File: src/design/svalloc_pkg.sv
// Shared constants, codes and types of the synth voice allocator.
// No dependencies; every other design file imports this package.
package svalloc_pkg;

   // Field widths fixed by the external format
   localparam int VOICE_W    = 4;
   localparam int NOTE_W     = 8;
   localparam int CMD_NOTE_W = 7;
   localparam int VEL_W      = 7;
   localparam int AGE_IN_W   = 16;
   localparam int CFG_W      = 5;

   // Largest number of voices the scan can cover
   localparam int MAX_SCAN = 16;

   // Default build parameters
   localparam int NUM_VOICES_DEF = 16;
   localparam int AGE_BITS_DEF   = 16;

   // Reset contents of a status entry
   localparam logic [NOTE_W-1:0] NO_NOTE = 8'd128;

   // Operation codes of an input transaction
   localparam logic OP_REPORT = 1'b1;

   // Controller states
   typedef enum logic [2:0] {
      ST_IDLE   = 3'b001,
      ST_SCAN   = 3'b010,
      ST_FINISH = 3'b100
   } state_type;

   // Controller to status table control group
   typedef struct packed {
      logic               rd_en;
      logic [VOICE_W-1:0] rd_idx;
      logic               wr_en;
      logic [VOICE_W-1:0] wr_idx;
      logic [NOTE_W-1:0]  wr_note;
      logic               wr_ended;
   } tbl_ctl_type;

endpackage

File: src/design/svalloc_if.sv
// Channel interfaces of the synth voice allocator: request, response and
// register write channels. Depends on svalloc_pkg.
interface svalloc_req_if
   import svalloc_pkg::*;
   ();
   logic                valid;
   logic                ready;
   logic                operation;
   logic [VOICE_W-1:0]  voice_index;
   logic [NOTE_W-1:0]   note;
   logic [VEL_W-1:0]    velocity;
   logic                voice_ended;
   logic [AGE_IN_W-1:0] voice_age;

   modport source (output valid, operation, voice_index, note, velocity, voice_ended,
                   voice_age, input ready);
   modport sink   (input valid, operation, voice_index, note, velocity, voice_ended,
                   voice_age, output ready);
endinterface

interface svalloc_rsp_if
   import svalloc_pkg::*;
   ();
   logic                  valid;
   logic                  ready;
   logic [VOICE_W-1:0]    voice;
   logic [CMD_NOTE_W-1:0] cmd_note;
   logic [VEL_W-1:0]      cmd_velocity;
   logic                  last;

   modport source (output valid, voice, cmd_note, cmd_velocity, last, input ready);
   modport sink   (input valid, voice, cmd_note, cmd_velocity, last, output ready);
endinterface

interface svalloc_csr_if
   import svalloc_pkg::*;
   ();
   logic             valid;
   logic             ready;
   logic [CFG_W-1:0] data;

   modport source (output valid, data, input ready);
   modport sink   (input valid, data, output ready);
endinterface

File: src/design/svalloc_table.sv
// Voice status table: one synchronous memory with one read and one write port
// and a valid bit per entry. Depends on svalloc_pkg.
module svalloc_table
   import svalloc_pkg::*;
#(
   parameter int NUM_VOICES = NUM_VOICES_DEF,
   parameter int AGE_BITS   = AGE_BITS_DEF
) (
   input  logic                clock,
   input  logic                reset,
   input  tbl_ctl_type         ctl,
   input  logic [AGE_BITS-1:0] wr_age,
   output logic [NOTE_W-1:0]   rd_note,
   output logic                rd_ended,
   output logic [AGE_BITS-1:0] rd_age
);

   localparam int MEM_AW  = (NUM_VOICES > 1) ? $clog2(NUM_VOICES) : 1;
   localparam int ENTRY_W = NOTE_W + 1 + AGE_BITS;

   logic [ENTRY_W-1:0]    mem [NUM_VOICES];
   logic [NUM_VOICES-1:0] vld_ff;
   logic [ENTRY_W-1:0]    rd_word_ff;
   logic                  rd_vld_ff;
   logic [7:0]            rd_ext;
   logic [7:0]            wr_ext;
   logic [MEM_AW-1:0]     rd_addr;
   logic [MEM_AW-1:0]     wr_addr;

   // Map voice numbers onto memory addresses
   assign rd_ext  = 8'(ctl.rd_idx);
   assign wr_ext  = 8'(ctl.wr_idx);
   assign rd_addr = rd_ext[MEM_AW-1:0];
   assign wr_addr = wr_ext[MEM_AW-1:0];

   // Write and read the status memory
   always_ff @(posedge clock) begin
      if (ctl.wr_en) begin
         mem[wr_addr] <= {ctl.wr_note, ctl.wr_ended, wr_age};
      end
      if (ctl.rd_en) begin
         rd_word_ff <= mem[rd_addr];
      end
   end

   // Track written entries; a fresh entry reads as a free voice
   always_ff @(posedge clock) begin
      if (reset) begin
         vld_ff    <= '0;
         rd_vld_ff <= 1'b0;
      end else begin
         if (ctl.wr_en) begin
            vld_ff[wr_addr] <= 1'b1;
         end
         if (ctl.rd_en) begin
            rd_vld_ff <= vld_ff[rd_addr];
         end
      end
   end

   // Substitute reset contents for entries never written
   always_comb begin
      if (rd_vld_ff) begin
         rd_note  = rd_word_ff[ENTRY_W-1 -: NOTE_W];
         rd_ended = rd_word_ff[AGE_BITS];
         rd_age   = rd_word_ff[AGE_BITS-1:0];
      end else begin
         rd_note  = NO_NOTE;
         rd_ended = 1'b1;
         rd_age   = '0;
      end
   end

endmodule

File: src/design/svalloc_ctrl.sv
// Allocation sequencer: scans the status table one entry per cycle, bar note-off
// stalls, picks or frees voices, owns the rsp register. Depends on svalloc_pkg.
module svalloc_ctrl
   import svalloc_pkg::*;
#(
   parameter int NUM_VOICES = NUM_VOICES_DEF,
   parameter int AGE_BITS   = AGE_BITS_DEF
) (
   input  logic                clock,
   input  logic                reset,
   svalloc_req_if.sink         req,
   svalloc_rsp_if.source       rsp,
   input  logic [CFG_W-1:0]    voices_in_use,
   output tbl_ctl_type         tbl_ctl,
   output logic [AGE_BITS-1:0] wr_age,
   input  logic [NOTE_W-1:0]   rd_note,
   input  logic                rd_ended,
   input  logic [AGE_BITS-1:0] rd_age
);

   state_type             state_ff, state_in;
   logic [CMD_NOTE_W-1:0] note_ff, note_in;
   logic [VEL_W-1:0]      vel_ff, vel_in;
   logic [VOICE_W-1:0]    eval_idx_ff, eval_idx_in;
   logic [VOICE_W-1:0]    chosen_ff, chosen_in;
   logic [AGE_BITS-1:0]   oldest_ff, oldest_in;
   logic                  pend_valid_ff, pend_valid_in;
   logic [VOICE_W-1:0]    pend_voice_ff, pend_voice_in;

   logic                  rsp_valid_ff, rsp_valid_in;
   logic [VOICE_W-1:0]    rsp_voice_ff, rsp_voice_in;
   logic [VEL_W-1:0]      rsp_vel_ff, rsp_vel_in;
   logic                  rsp_last_ff, rsp_last_in;
   logic [CMD_NOTE_W-1:0] rsp_note_ff;
   logic                  rsp_load;

   logic                  accept;
   logic                  slot_free;
   logic                  note_match;
   logic                  scan_last;
   logic [31:0]           age_ext;

   assign req.ready    = (state_ff == ST_IDLE);
   assign accept       = req.valid && req.ready;
   assign slot_free    = !rsp_valid_ff || rsp.ready;
   assign note_match   = (rd_note == {1'b0, note_ff});
   assign scan_last    = ({1'b0, eval_idx_ff} == (voices_in_use - 5'd1));
   assign age_ext      = 32'(req.voice_age);

   assign rsp.valid        = rsp_valid_ff;
   assign rsp.voice        = rsp_voice_ff;
   assign rsp.cmd_note     = rsp_note_ff;
   assign rsp.cmd_velocity = rsp_vel_ff;
   assign rsp.last         = rsp_last_ff;

   // Sequence reports, scans and commands
   always_comb begin
      state_in      = state_ff;
      note_in       = note_ff;
      vel_in        = vel_ff;
      eval_idx_in   = eval_idx_ff;
      chosen_in     = chosen_ff;
      oldest_in     = oldest_ff;
      pend_valid_in = pend_valid_ff;
      pend_voice_in = pend_voice_ff;
      tbl_ctl       = '0;
      wr_age        = '0;
      rsp_load      = 1'b0;
      rsp_voice_in  = rsp_voice_ff;
      rsp_vel_in    = rsp_vel_ff;
      rsp_last_in   = rsp_last_ff;

      unique case (state_ff)
         ST_IDLE: begin
            if (accept) begin
               if (req.operation == OP_REPORT) begin
                  // Store the reported status of an existing voice
                  if (32'(req.voice_index) < 32'(NUM_VOICES)) begin
                     tbl_ctl.wr_en    = 1'b1;
                     tbl_ctl.wr_idx   = req.voice_index;
                     tbl_ctl.wr_note  = req.note;
                     tbl_ctl.wr_ended = req.voice_ended;
                     wr_age           = age_ext[AGE_BITS-1:0];
                  end
               end else if (!req.note[NOTE_W-1]) begin
                  // Start the scan at voice zero
                  note_in        = req.note[CMD_NOTE_W-1:0];
                  vel_in         = req.velocity;
                  eval_idx_in    = '0;
                  chosen_in      = '0;
                  oldest_in      = '0;
                  pend_valid_in  = 1'b0;
                  tbl_ctl.rd_en  = 1'b1;
                  tbl_ctl.rd_idx = '0;
                  state_in       = ST_SCAN;
               end
            end
         end

         ST_SCAN: begin
            if (vel_ff != '0) begin
               // Note-on: first reusable voice wins, else track the oldest
               if (note_match || rd_ended) begin
                  chosen_in = eval_idx_ff;
                  state_in  = ST_FINISH;
               end else begin
                  if (rd_age > oldest_ff) begin
                     oldest_in = rd_age;
                     chosen_in = eval_idx_ff;
                  end
                  if (scan_last) begin
                     state_in = ST_FINISH;
                  end else begin
                     eval_idx_in    = eval_idx_ff + 4'd1;
                     tbl_ctl.rd_en  = 1'b1;
                     tbl_ctl.rd_idx = eval_idx_ff + 4'd1;
                  end
               end
            end else if (!(note_match && pend_valid_ff && !slot_free)) begin
               // Note-off: hold one match back so the final one carries last
               if (note_match) begin
                  if (pend_valid_ff) begin
                     rsp_load     = 1'b1;
                     rsp_voice_in = pend_voice_ff;
                     rsp_vel_in   = '0;
                     rsp_last_in  = 1'b0;
                  end
                  pend_valid_in = 1'b1;
                  pend_voice_in = eval_idx_ff;
               end
               if (scan_last) begin
                  state_in = ST_FINISH;
               end else begin
                  eval_idx_in    = eval_idx_ff + 4'd1;
                  tbl_ctl.rd_en  = 1'b1;
                  tbl_ctl.rd_idx = eval_idx_ff + 4'd1;
               end
            end
         end

         ST_FINISH: begin
            if (vel_ff != '0) begin
               // Emit the assignment and claim the entry
               if (slot_free) begin
                  rsp_load         = 1'b1;
                  rsp_voice_in     = chosen_ff;
                  rsp_vel_in       = vel_ff;
                  rsp_last_in      = 1'b1;
                  tbl_ctl.wr_en    = 1'b1;
                  tbl_ctl.wr_idx   = chosen_ff;
                  tbl_ctl.wr_note  = {1'b0, note_ff};
                  tbl_ctl.wr_ended = 1'b0;
                  wr_age           = '0;
                  state_in         = ST_IDLE;
               end
            end else if (!pend_valid_ff) begin
               state_in = ST_IDLE;
            end else if (slot_free) begin
               // Flush the held note-off as the final command
               rsp_load      = 1'b1;
               rsp_voice_in  = pend_voice_ff;
               rsp_vel_in    = '0;
               rsp_last_in   = 1'b1;
               pend_valid_in = 1'b0;
               state_in      = ST_IDLE;
            end
         end

         default: begin
            state_in = ST_IDLE;
         end
      endcase
   end

   // Output register valid
   always_comb begin
      if (rsp_load) begin
         rsp_valid_in = 1'b1;
      end else if (rsp.ready) begin
         rsp_valid_in = 1'b0;
      end else begin
         rsp_valid_in = rsp_valid_ff;
      end
   end

   // Control registers
   always_ff @(posedge clock) begin
      if (reset) begin
         state_ff      <= ST_IDLE;
         pend_valid_ff <= 1'b0;
         rsp_valid_ff  <= 1'b0;
      end else begin
         state_ff      <= state_in;
         pend_valid_ff <= pend_valid_in;
         rsp_valid_ff  <= rsp_valid_in;
      end
   end

   // Payload registers
   always_ff @(posedge clock) begin
      note_ff       <= note_in;
      vel_ff        <= vel_in;
      eval_idx_ff   <= eval_idx_in;
      chosen_ff     <= chosen_in;
      oldest_ff     <= oldest_in;
      pend_voice_ff <= pend_voice_in;
      if (rsp_load) begin
         rsp_voice_ff <= rsp_voice_in;
         rsp_note_ff  <= note_ff;
         rsp_vel_ff   <= rsp_vel_in;
         rsp_last_ff  <= rsp_last_in;
      end
   end

   // No note-off is held back once the controller is idle
   a_idle_no_pend: assert property (@(posedge clock) disable iff (reset)
      state_ff == ST_IDLE |-> !pend_valid_ff)
      else $error("held note-off left over in idle");

   // The table is never written in the middle of a scan
   a_no_write_in_scan: assert property (@(posedge clock) disable iff (reset)
      tbl_ctl.wr_en |-> state_ff != ST_SCAN)
      else $error("table write during scan");

   // Only note-off scans send commands before the scan ends
   a_scan_emit_off: assert property (@(posedge clock) disable iff (reset)
      (state_ff == ST_SCAN && rsp_load) |-> (vel_ff == '0 && !rsp_last_in))
      else $error("unexpected command during scan");

   // The final command of a transaction returns the controller to idle
   a_last_to_idle: assert property (@(posedge clock) disable iff (reset)
      (rsp_load && rsp_last_in) |=> state_ff == ST_IDLE)
      else $error("final command without return to idle");

endmodule

File: src/design/synth_voice_allocator_top.sv
// Synth voice allocator top level: voice count register, status table and
// allocation sequencer. Depends on svalloc_pkg, svalloc_if, svalloc_table
// and svalloc_ctrl.
//
// Usage:
//  - req carries note events (operation 0) and voice status reports
//    (operation 1). A report is stored in the accept cycle and sends nothing.
//  - A note-on sends one command on rsp with last set. A note-off sends one
//    note-off per scanned voice holding the note, the final one with last
//    set, or nothing when no voice holds it. Events with note above 127
//    are dropped.
//  - csr writes the number of scanned voices; out-of-range values are
//    dropped. Write it only while no event is in progress.
//  - The status memory's single read port visits one voice per cycle, except
//    while a note-off scan waits for the output register; a note-on scan
//    stops at the first free or same-note voice. req is ready again the
//    cycle after the final command is loaded.
//  - A stalled rsp holds its command; a note-off scan pauses at the next
//    match until the output register drains.
//  - Reset empties the table (all voices free, no note, age zero) and sets
//    the voice count to one.
module synth_voice_allocator_top
   import svalloc_pkg::*;
#(
   parameter int NUM_VOICES = NUM_VOICES_DEF,
   parameter int AGE_BITS   = AGE_BITS_DEF
) (
   input  logic          clock,
   input  logic          reset,
   svalloc_req_if.sink   req,
   svalloc_rsp_if.source rsp,
   svalloc_csr_if.sink   csr
);

   logic [CFG_W-1:0]    voices_ff;
   logic                cfg_ok;
   tbl_ctl_type         tbl_ctl;
   logic [AGE_BITS-1:0] wr_age;
   logic [NOTE_W-1:0]   rd_note;
   logic                rd_ended;
   logic [AGE_BITS-1:0] rd_age;

   // Accept register writes at any time; keep only valid voice counts
   assign csr.ready = 1'b1;
   assign cfg_ok    = (csr.data != '0) && (32'(csr.data) <= 32'(MAX_SCAN))
                      && (32'(csr.data) <= 32'(NUM_VOICES));

   always_ff @(posedge clock) begin
      if (reset) begin
         voices_ff <= 5'd1;
      end else if (csr.valid && csr.ready && cfg_ok) begin
         voices_ff <= csr.data;
      end
   end

   svalloc_table #(
      .NUM_VOICES (NUM_VOICES),
      .AGE_BITS   (AGE_BITS)
   ) u_table (
      .clock    (clock),
      .reset    (reset),
      .ctl      (tbl_ctl),
      .wr_age   (wr_age),
      .rd_note  (rd_note),
      .rd_ended (rd_ended),
      .rd_age   (rd_age)
   );

   svalloc_ctrl #(
      .NUM_VOICES (NUM_VOICES),
      .AGE_BITS   (AGE_BITS)
   ) u_ctrl (
      .clock         (clock),
      .reset         (reset),
      .req           (req),
      .rsp           (rsp),
      .voices_in_use (voices_ff),
      .tbl_ctl       (tbl_ctl),
      .wr_age        (wr_age),
      .rd_note       (rd_note),
      .rd_ended      (rd_ended),
      .rd_age        (rd_age)
   );

endmodule

File: src/flat_wrapper.sv
// flat-port wrapper written by rule: the top's interface ports become plain ports
module synth_voice_allocator_top_flat import svalloc_pkg::*;
#(
   parameter int NUM_VOICES = NUM_VOICES_DEF,
   parameter int AGE_BITS   = AGE_BITS_DEF
)
  (clock, reset, req_valid, req_operation, req_voice_index, req_note, req_velocity, req_voice_ended, req_voice_age, req_ready, rsp_valid, rsp_voice, rsp_cmd_note, rsp_cmd_velocity, rsp_last, rsp_ready, csr_valid, csr_data, csr_ready);
  svalloc_req_if req_i ();
  svalloc_rsp_if rsp_i ();
  svalloc_csr_if csr_i ();
  input  logic clock;
  input  logic reset;
  input wire logic [$bits(req_i.valid)-1:0] req_valid;
  input wire logic [$bits(req_i.operation)-1:0] req_operation;
  input wire logic [$bits(req_i.voice_index)-1:0] req_voice_index;
  input wire logic [$bits(req_i.note)-1:0] req_note;
  input wire logic [$bits(req_i.velocity)-1:0] req_velocity;
  input wire logic [$bits(req_i.voice_ended)-1:0] req_voice_ended;
  input wire logic [$bits(req_i.voice_age)-1:0] req_voice_age;
  output wire logic [$bits(req_i.ready)-1:0] req_ready;
  output wire logic [$bits(rsp_i.valid)-1:0] rsp_valid;
  output wire logic [$bits(rsp_i.voice)-1:0] rsp_voice;
  output wire logic [$bits(rsp_i.cmd_note)-1:0] rsp_cmd_note;
  output wire logic [$bits(rsp_i.cmd_velocity)-1:0] rsp_cmd_velocity;
  output wire logic [$bits(rsp_i.last)-1:0] rsp_last;
  input wire logic [$bits(rsp_i.ready)-1:0] rsp_ready;
  input wire logic [$bits(csr_i.valid)-1:0] csr_valid;
  input wire logic [$bits(csr_i.data)-1:0] csr_data;
  output wire logic [$bits(csr_i.ready)-1:0] csr_ready;
  assign req_i.valid = req_valid;
  assign req_i.operation = req_operation;
  assign req_i.voice_index = req_voice_index;
  assign req_i.note = req_note;
  assign req_i.velocity = req_velocity;
  assign req_i.voice_ended = req_voice_ended;
  assign req_i.voice_age = req_voice_age;
  assign req_ready = req_i.ready;
  assign rsp_valid = rsp_i.valid;
  assign rsp_voice = rsp_i.voice;
  assign rsp_cmd_note = rsp_i.cmd_note;
  assign rsp_cmd_velocity = rsp_i.cmd_velocity;
  assign rsp_last = rsp_i.last;
  assign rsp_i.ready = rsp_ready;
  assign csr_i.valid = csr_valid;
  assign csr_i.data = csr_data;
  assign csr_ready = csr_i.ready;
  synth_voice_allocator_top #(.NUM_VOICES(NUM_VOICES), .AGE_BITS(AGE_BITS)) u_core (.clock(clock), .reset(reset), .req(req_i), .rsp(rsp_i), .csr(csr_i));
endmodule
File: config.mk
export PLATFORM = sky130hd
export DESIGN_NAME = synth_voice_allocator_top_flat
export DESIGN_NICKNAME = d
export VERILOG_FILES = /design/src/design/svalloc_pkg.sv /design/src/design/svalloc_if.sv /design/src/design/svalloc_table.sv /design/src/design/svalloc_ctrl.sv /design/src/design/synth_voice_allocator_top.sv /design/src/flat_wrapper.sv
export SDC_FILE = /design/constraint.sdc
export NUM_CORES = 1
export LEC_CHECK = 0
export BUFFER_PORTS_ARGS = -buffer_cell sky130_fd_sc_hd__buf_2
export CORE_MARGIN = 2
export CORE_UTILIZATION = 45
export CTS_CLUSTER_SIZE = 28
export DETAILED_ROUTE_END_ITERATION = 8
export PLACE_DENSITY = 0.68
export SKIP_CTS_REPAIR_TIMING = 1
export SLEW_MARGIN = 40
export SYNTH_ARGS = -nofsm -noshare
export SYNTH_HDL_FRONTEND = slang
export SYNTH_HIERARCHICAL = 1
export SYNTH_SLANG_ARGS = --single-unit
File: constraint.sdc
create_clock -name clock -period 6.7 [get_ports clock]
set_input_delay 1.34 -clock clock [delete_from_list [all_inputs] [get_ports clock]]
set_output_delay 1.34 -clock clock [all_outputs]
set_load 0.02 [all_outputs]
* Yosys cells after proc, flatten, opt, wreduce, memory -nomap -nowiden
Memory sizes are Yosys's and may differ from the RTL's. A register that Yosys moved wholly into a read port is not among the register bits. Index checks and enable logic that the tools add are counted.
Storage, ports and cells: register bits 88, bits in latches 0, input bits 47, output and inout port bits 22, memory bits (read-only) 0, word-level logic and storage cells 176, memories kept 1, memory bits (writable) 400
Operators by class: reduce and logical (&&, ||, !) cells 26, equal/unequal tests 21, shift-type cells 0, add/subtract/negate cells 2, bitwise operators 5, magnitude comparators 5, multipliers 0, div/mod/pow operators 0, muxes and demuxes 100
Memories:
- u_core.u_table.mem | depth 16, width 25, rd ports 1, clocked after memory_dff 1, wr ports 1, RTL line svalloc_table.sv:21 | logic [ENTRY_W-1:0] mem [NUM_VOICES];
Operators by type and width (count):
- 2-to-1 mux 16 bit | 10
- 2-to-1 mux 4 bit | 18
- 2-to-1 mux 7 bit | 8
- 2-to-1 mux 14 bit | 3
- case mux 16 bit (2 select lines) | 1
- 2-to-1 mux 1 bit | 30
- 2-to-1 mux 3 bit | 10
- 2-to-1 mux 5 bit | 6
- case mux 14 bit (2 select lines) | 1
- case mux 4 bit (2 select lines) | 3
- inequality test 2 bit (second input constant) | 11
- 2-to-1 mux 19 bit | 1
- > comparator 16 bit | 1
- bitwise OR 16 bit | 1
- AND reduction 8 bit | 2
- case mux 7 bit (2 select lines) | 1
- AND reduction 7 bit | 2
- inequality test 3 bit (second input constant) | 4
- AND reduction 4 bit | 3
- AND reduction 6 bit | 2
- < comparator 4 x 5 -> 1 bit (second input constant) | 2
- case mux 5 bit (2 select lines) | 1
- case mux 3 bit (3 select lines) | 1
- == test 8 x 7 -> 1 bit | 1
- other kinds (22) | 36

* Longest topological paths before layout
depth in word-level cells 10, mapped depth 15, depth with buffers taken out 12

* Modules after synthesis
Netlist, hierarchy kept.
Modules (own cells, without submodules):
- svalloc_table | times used 1, cells an instance 697, sequential area each 13102.6 µm², area each 16628.4 µm²
- svalloc_ctrl | times used 1, cells an instance 298, sequential area each 1931.9 µm², area each 3507.1 µm²
- synth_voice_allocator_top | times used 1, cells an instance 34, sequential area each 100.1 µm², area each 285.3 µm²

* Worst setup path before layout
No wires, ideal clock.
path type input to register, start point input port rsp_ready, end point memory u_core/u_table/mem[0][0] (netlist name), enable pin, data required time 6.259 ns, setup slack 1.884 ns, path buffers 1, stages 6, library setup time 0.441 ns, arrival time 4.375 ns, cell sequence nand2b_1 -> and3_1 -> buf_2 -> a22o_1 -> or3b_2 -> nor3_1
RTL lines:
- start: declaration | RTL line flat_wrapper.sv:26 | input wire logic [$bits(rsp_i.ready)-1:0] rsp_ready;
- end: declaration | RTL line svalloc_table.sv:21

==> flow_summary.yaml <==
route:
  vias: 10038
  drtIter0Drc: 1057
  vias_per_cell: 5.66
  drtAntennaViolNets: 0
  drt-total-wl_um: 43400
  routedWlPerCell_um: 24.4
  firstDrtPassIters: 5
  drc: 0
placed_design:
  placed_area_um2: 21700
  dp_hpwl_um: 22500
  place_congestion: 0.794
  io_buffer_count: 67
timing:
  skew_ns: 0.0189
  hold_viol_final: 0
  finalCritPeriodShare_pct: 61.0
  fin_tns_setup_ns: 0
  rsz0062_at_grt: "false"
  finalCriticalPeriod_ns: 4.09
  whs_ns: 0.468
  slew-limit-headroom_pct: 47.0
  tightestPinTransition_ns: 0.794
  final-setup-viol-count: 0
  drv_slew: 0
  fmax_mhz: 245
finish:
  insertedDiodeCount: 0
  fin_nets: 1201
  syn2layout_area_growth_pct: 13.8
  final_cell_area_um2: 23200
  drive_gt1_share_pct: 27.9
  final_util_pct: 51.5
  nFillCells: 3595
yosys:
  syn_avg_cell_area_um2: 19.8
  yosysWarnings: 6
  synthCells: 1029
  synth_edf_count: 486
  synth_area_um2: 20400
  ys_seq_elements: 513
  yosysMostFrequentCell: "edfxtp_1"
  synth.area.top_cells: "edfxtp_1 71%, mux4_2 14%, dfxtp_1 2.6%, and2_1 2.0%, ha_1 1.2%"
  async_flop_share_pct: 0
  synth_top_area_share_pct: 71.5
  ys_top_cells_by_count: "486 x edfxtp_1, 127 x mux4_2, 66 x and2_1, 62 x nor2_1, 27 x dfxtp_1"
  ys.flop_type: "edfxtp_1"
  synth_top_area_cell: "edfxtp_1"
  yosysSeqAreaShare_pct: 74.1
  syn_nets: 1095
  synth_cell_types: 58
pwr:
  power_leakage_nw: 7.83
  ir_drop_mv: 0.192
  power_density_nw_per_um2: 273
critical_path:
  r2r_slack_ns: 2.61
  worstPathRequired_ns: 7.02
  ff2ff_path_depth: 9
  critPathLaunchType: "flip-flop"
  path_class: "reg2reg"
  critPathCaptureType: "flip-flop"
  crit_start: "u_core/u_ctrl/vel_ff[2]"
  crit_fanout: 65
  cp.arrival_ns: 4.41
  r2r-start: "u_core/u_ctrl/vel_ff[2]"
die:
  rows: 78
  coreArea_um2: 45100
  start_util_pct: 45.3
  die-area_um2: 47100
  die_h_um: 217
  ios: 69
  die_x_um: 217
clocking:
  clock_sinks: 513
  cts_root_buf: "clkbuf_16"
  clk_pin_slew_ns: 0.06
  cts_tree: "built"
  cts_buffers: 51
  clk_latency_ns: 0.59
  h-tree-depth: 2
  ctsLongestPathBuffers: 3
hold_path:
  min_path_cells: 2
  holdCritPathClass: "reg2reg"
  min_from: "u_core/u_table/vld_ff[8]"
global_route:
  globalRoute.totalOverflow: 0
  antenna_found_initial: 0
  grt_first_pass_wirelength_um: 64800
  grt_pass1_vias: 10321
  grt_use_total_pct: 18.8
  grt_max_degree: 66
status:
  outcome: "finished, final reports clean"
job:
  cap_violations: 0
==> routing by layer <==
| metal | vias to the layer above | wire length, µm | global-route usage (%) |
|---|---|---|---|
| li1 | 4364 | - | - |
| met1 | 5278 | 18800 | 26.5 |
| met2 | 337 | 21000 | 30.6 |
| met3 | 59 | 2690 | 3.12 |
| met4 | 0 | 840 | 5.39 |
| met5 | - | 0 | 0 |
==> per-stage QoR <==
stage / std cells / setup WS, ns / power, mW
global route: 1774 / 2.36 / 6.55
floorplan: 1029 / 1.88 / 3.70
detailed placement: 1681 / 2.25 / 3.76
CTS: 1773 / 2.35 / 6.41
finish: 1774 / 2.61 / 6.35
global placement: 1679 / 1.87 / 3.76
==> sequential cells by signal, summed over array words and instances, names as in the netlist, 4 cells and up <==
| register | flops |
|---|---|
| u_core/u_ctrl/note_ff | 7 |
| u_core/u_ctrl/rsp.voice | 4 |
| u_core/u_ctrl/vel_ff | 7 |
| u_core/u_table/mem | 400 |
| u_core/u_ctrl/rsp.cmd_note | 7 |
| u_core/u_table/rd_word_ff | 25 |
| u_core/u_ctrl/rsp.cmd_velocity | 7 |
| u_core/voices_ff | 5 |
| u_core/u_ctrl/chosen_ff | 4 |
| u_core/u_table/vld_ff | 16 |
| u_core/u_ctrl/pend_voice_ff | 4 |
| u_core/u_ctrl/eval_idx_ff | 4 |
| u_core/u_ctrl/oldest_ff | 16 |
==> final cells by class <==
type                            count  area (µm²)  share of cell area (%)
Clock buffer                       65        1340                    5.76
Clock inverter                     27         191                   0.824
Inverter                           25        93.8                   0.404
Multi-Input combinational cell    445        5100                    22.0
Sequential cell                   513       15100                    65.1
Tap cell                          600         751                    3.23
Timing Repair Buffer               99         623                    2.68
==> cells in the final DEF (no fill, tap or decap), types with 4 or more instances in the layout <==
| cell type | count |
|---|---|
| edfxtp_1 | 486 |
| mux4_2 | 127 |
| buf_2 | 67 |
| and2_1 | 66 |
| clkbuf_16 | 51 |
| nor2_1 | 47 |
| buf_4 | 27 |
| dfxtp_1 | 26 |
| inv_1 | 25 |
| ha_1 | 19 |
| nand2_1 | 17 |
| clkinv_1 | 16 |
| nor2_4 | 14 |
| clkbuf_1 | 13 |
| a22o_1 | 12 |
| nand3_1 | 11 |
| xnor2_1 | 11 |
| a21oi_1 | 10 |
| nand2b_1 | 9 |
| nor3_1 | 7 |
| o21ai_0 | 6 |
| clkinv_2 | 5 |
| a2bb2oi_1 | 5 |
| a31oi_1 | 5 |
| nor2b_1 | 5 |
| nand4_1 | 5 |
| mux2i_1 | 5 |
| and3_1 | 4 |
| mux2_2 | 4 |
| o211ai_1 | 4 |
| o21a_1 | 4 |
| nor3_2 | 4 |
==> critical path, stage by stage (launching register included) <==
cell	delay, ns
edfxtp_1	0.40
nor4_1	0.36
nand2_1	0.33
a21o_1	0.26
a2bb2oi_1	0.18
nor3b_2	0.18
buf_4	0.54
buf_6	0.63
mux4_2	0.43
mux4_2	0.48
==> where the power goes <==
group | internal [mW] | switching [mW]
Combinational | 0.0526 | 0.0998
Clock | 1.49 | 1.17
Sequential | 3.53 | 0.0157
==> logic make-up (layout without fill, tap and decap cells) <==
kind of cell             count (synthesis)  in the layout  synth area share, %
AO/OA/AOI/OAI                           63             63                 2.35
adder cells (fa/ha/maj)                 19             19                 1.16
XOR/XNOR                                14             14                0.600
other                                    1              1               0.0184
AND/OR/NAND/NOR                        212            212                 5.67
multiplexers                           136            136                 14.5
flip-flops                             513            513                 74.1
buffers and inverters                   71            216                 1.62
==> final timing paths <==
| kind | endpoint |
|---|---|
| worst max-delay path | u_core/u_table/rd_word_ff[17] |
| worst min-delay path | u_core/u_table/vld_ff[8] |
| worst max register to register | u_core/u_table/rd_word_ff[17] |
| worst min register to register | u_core/u_table/vld_ff[8] |
No activity file was read; power rests on OpenSTA's default activity.
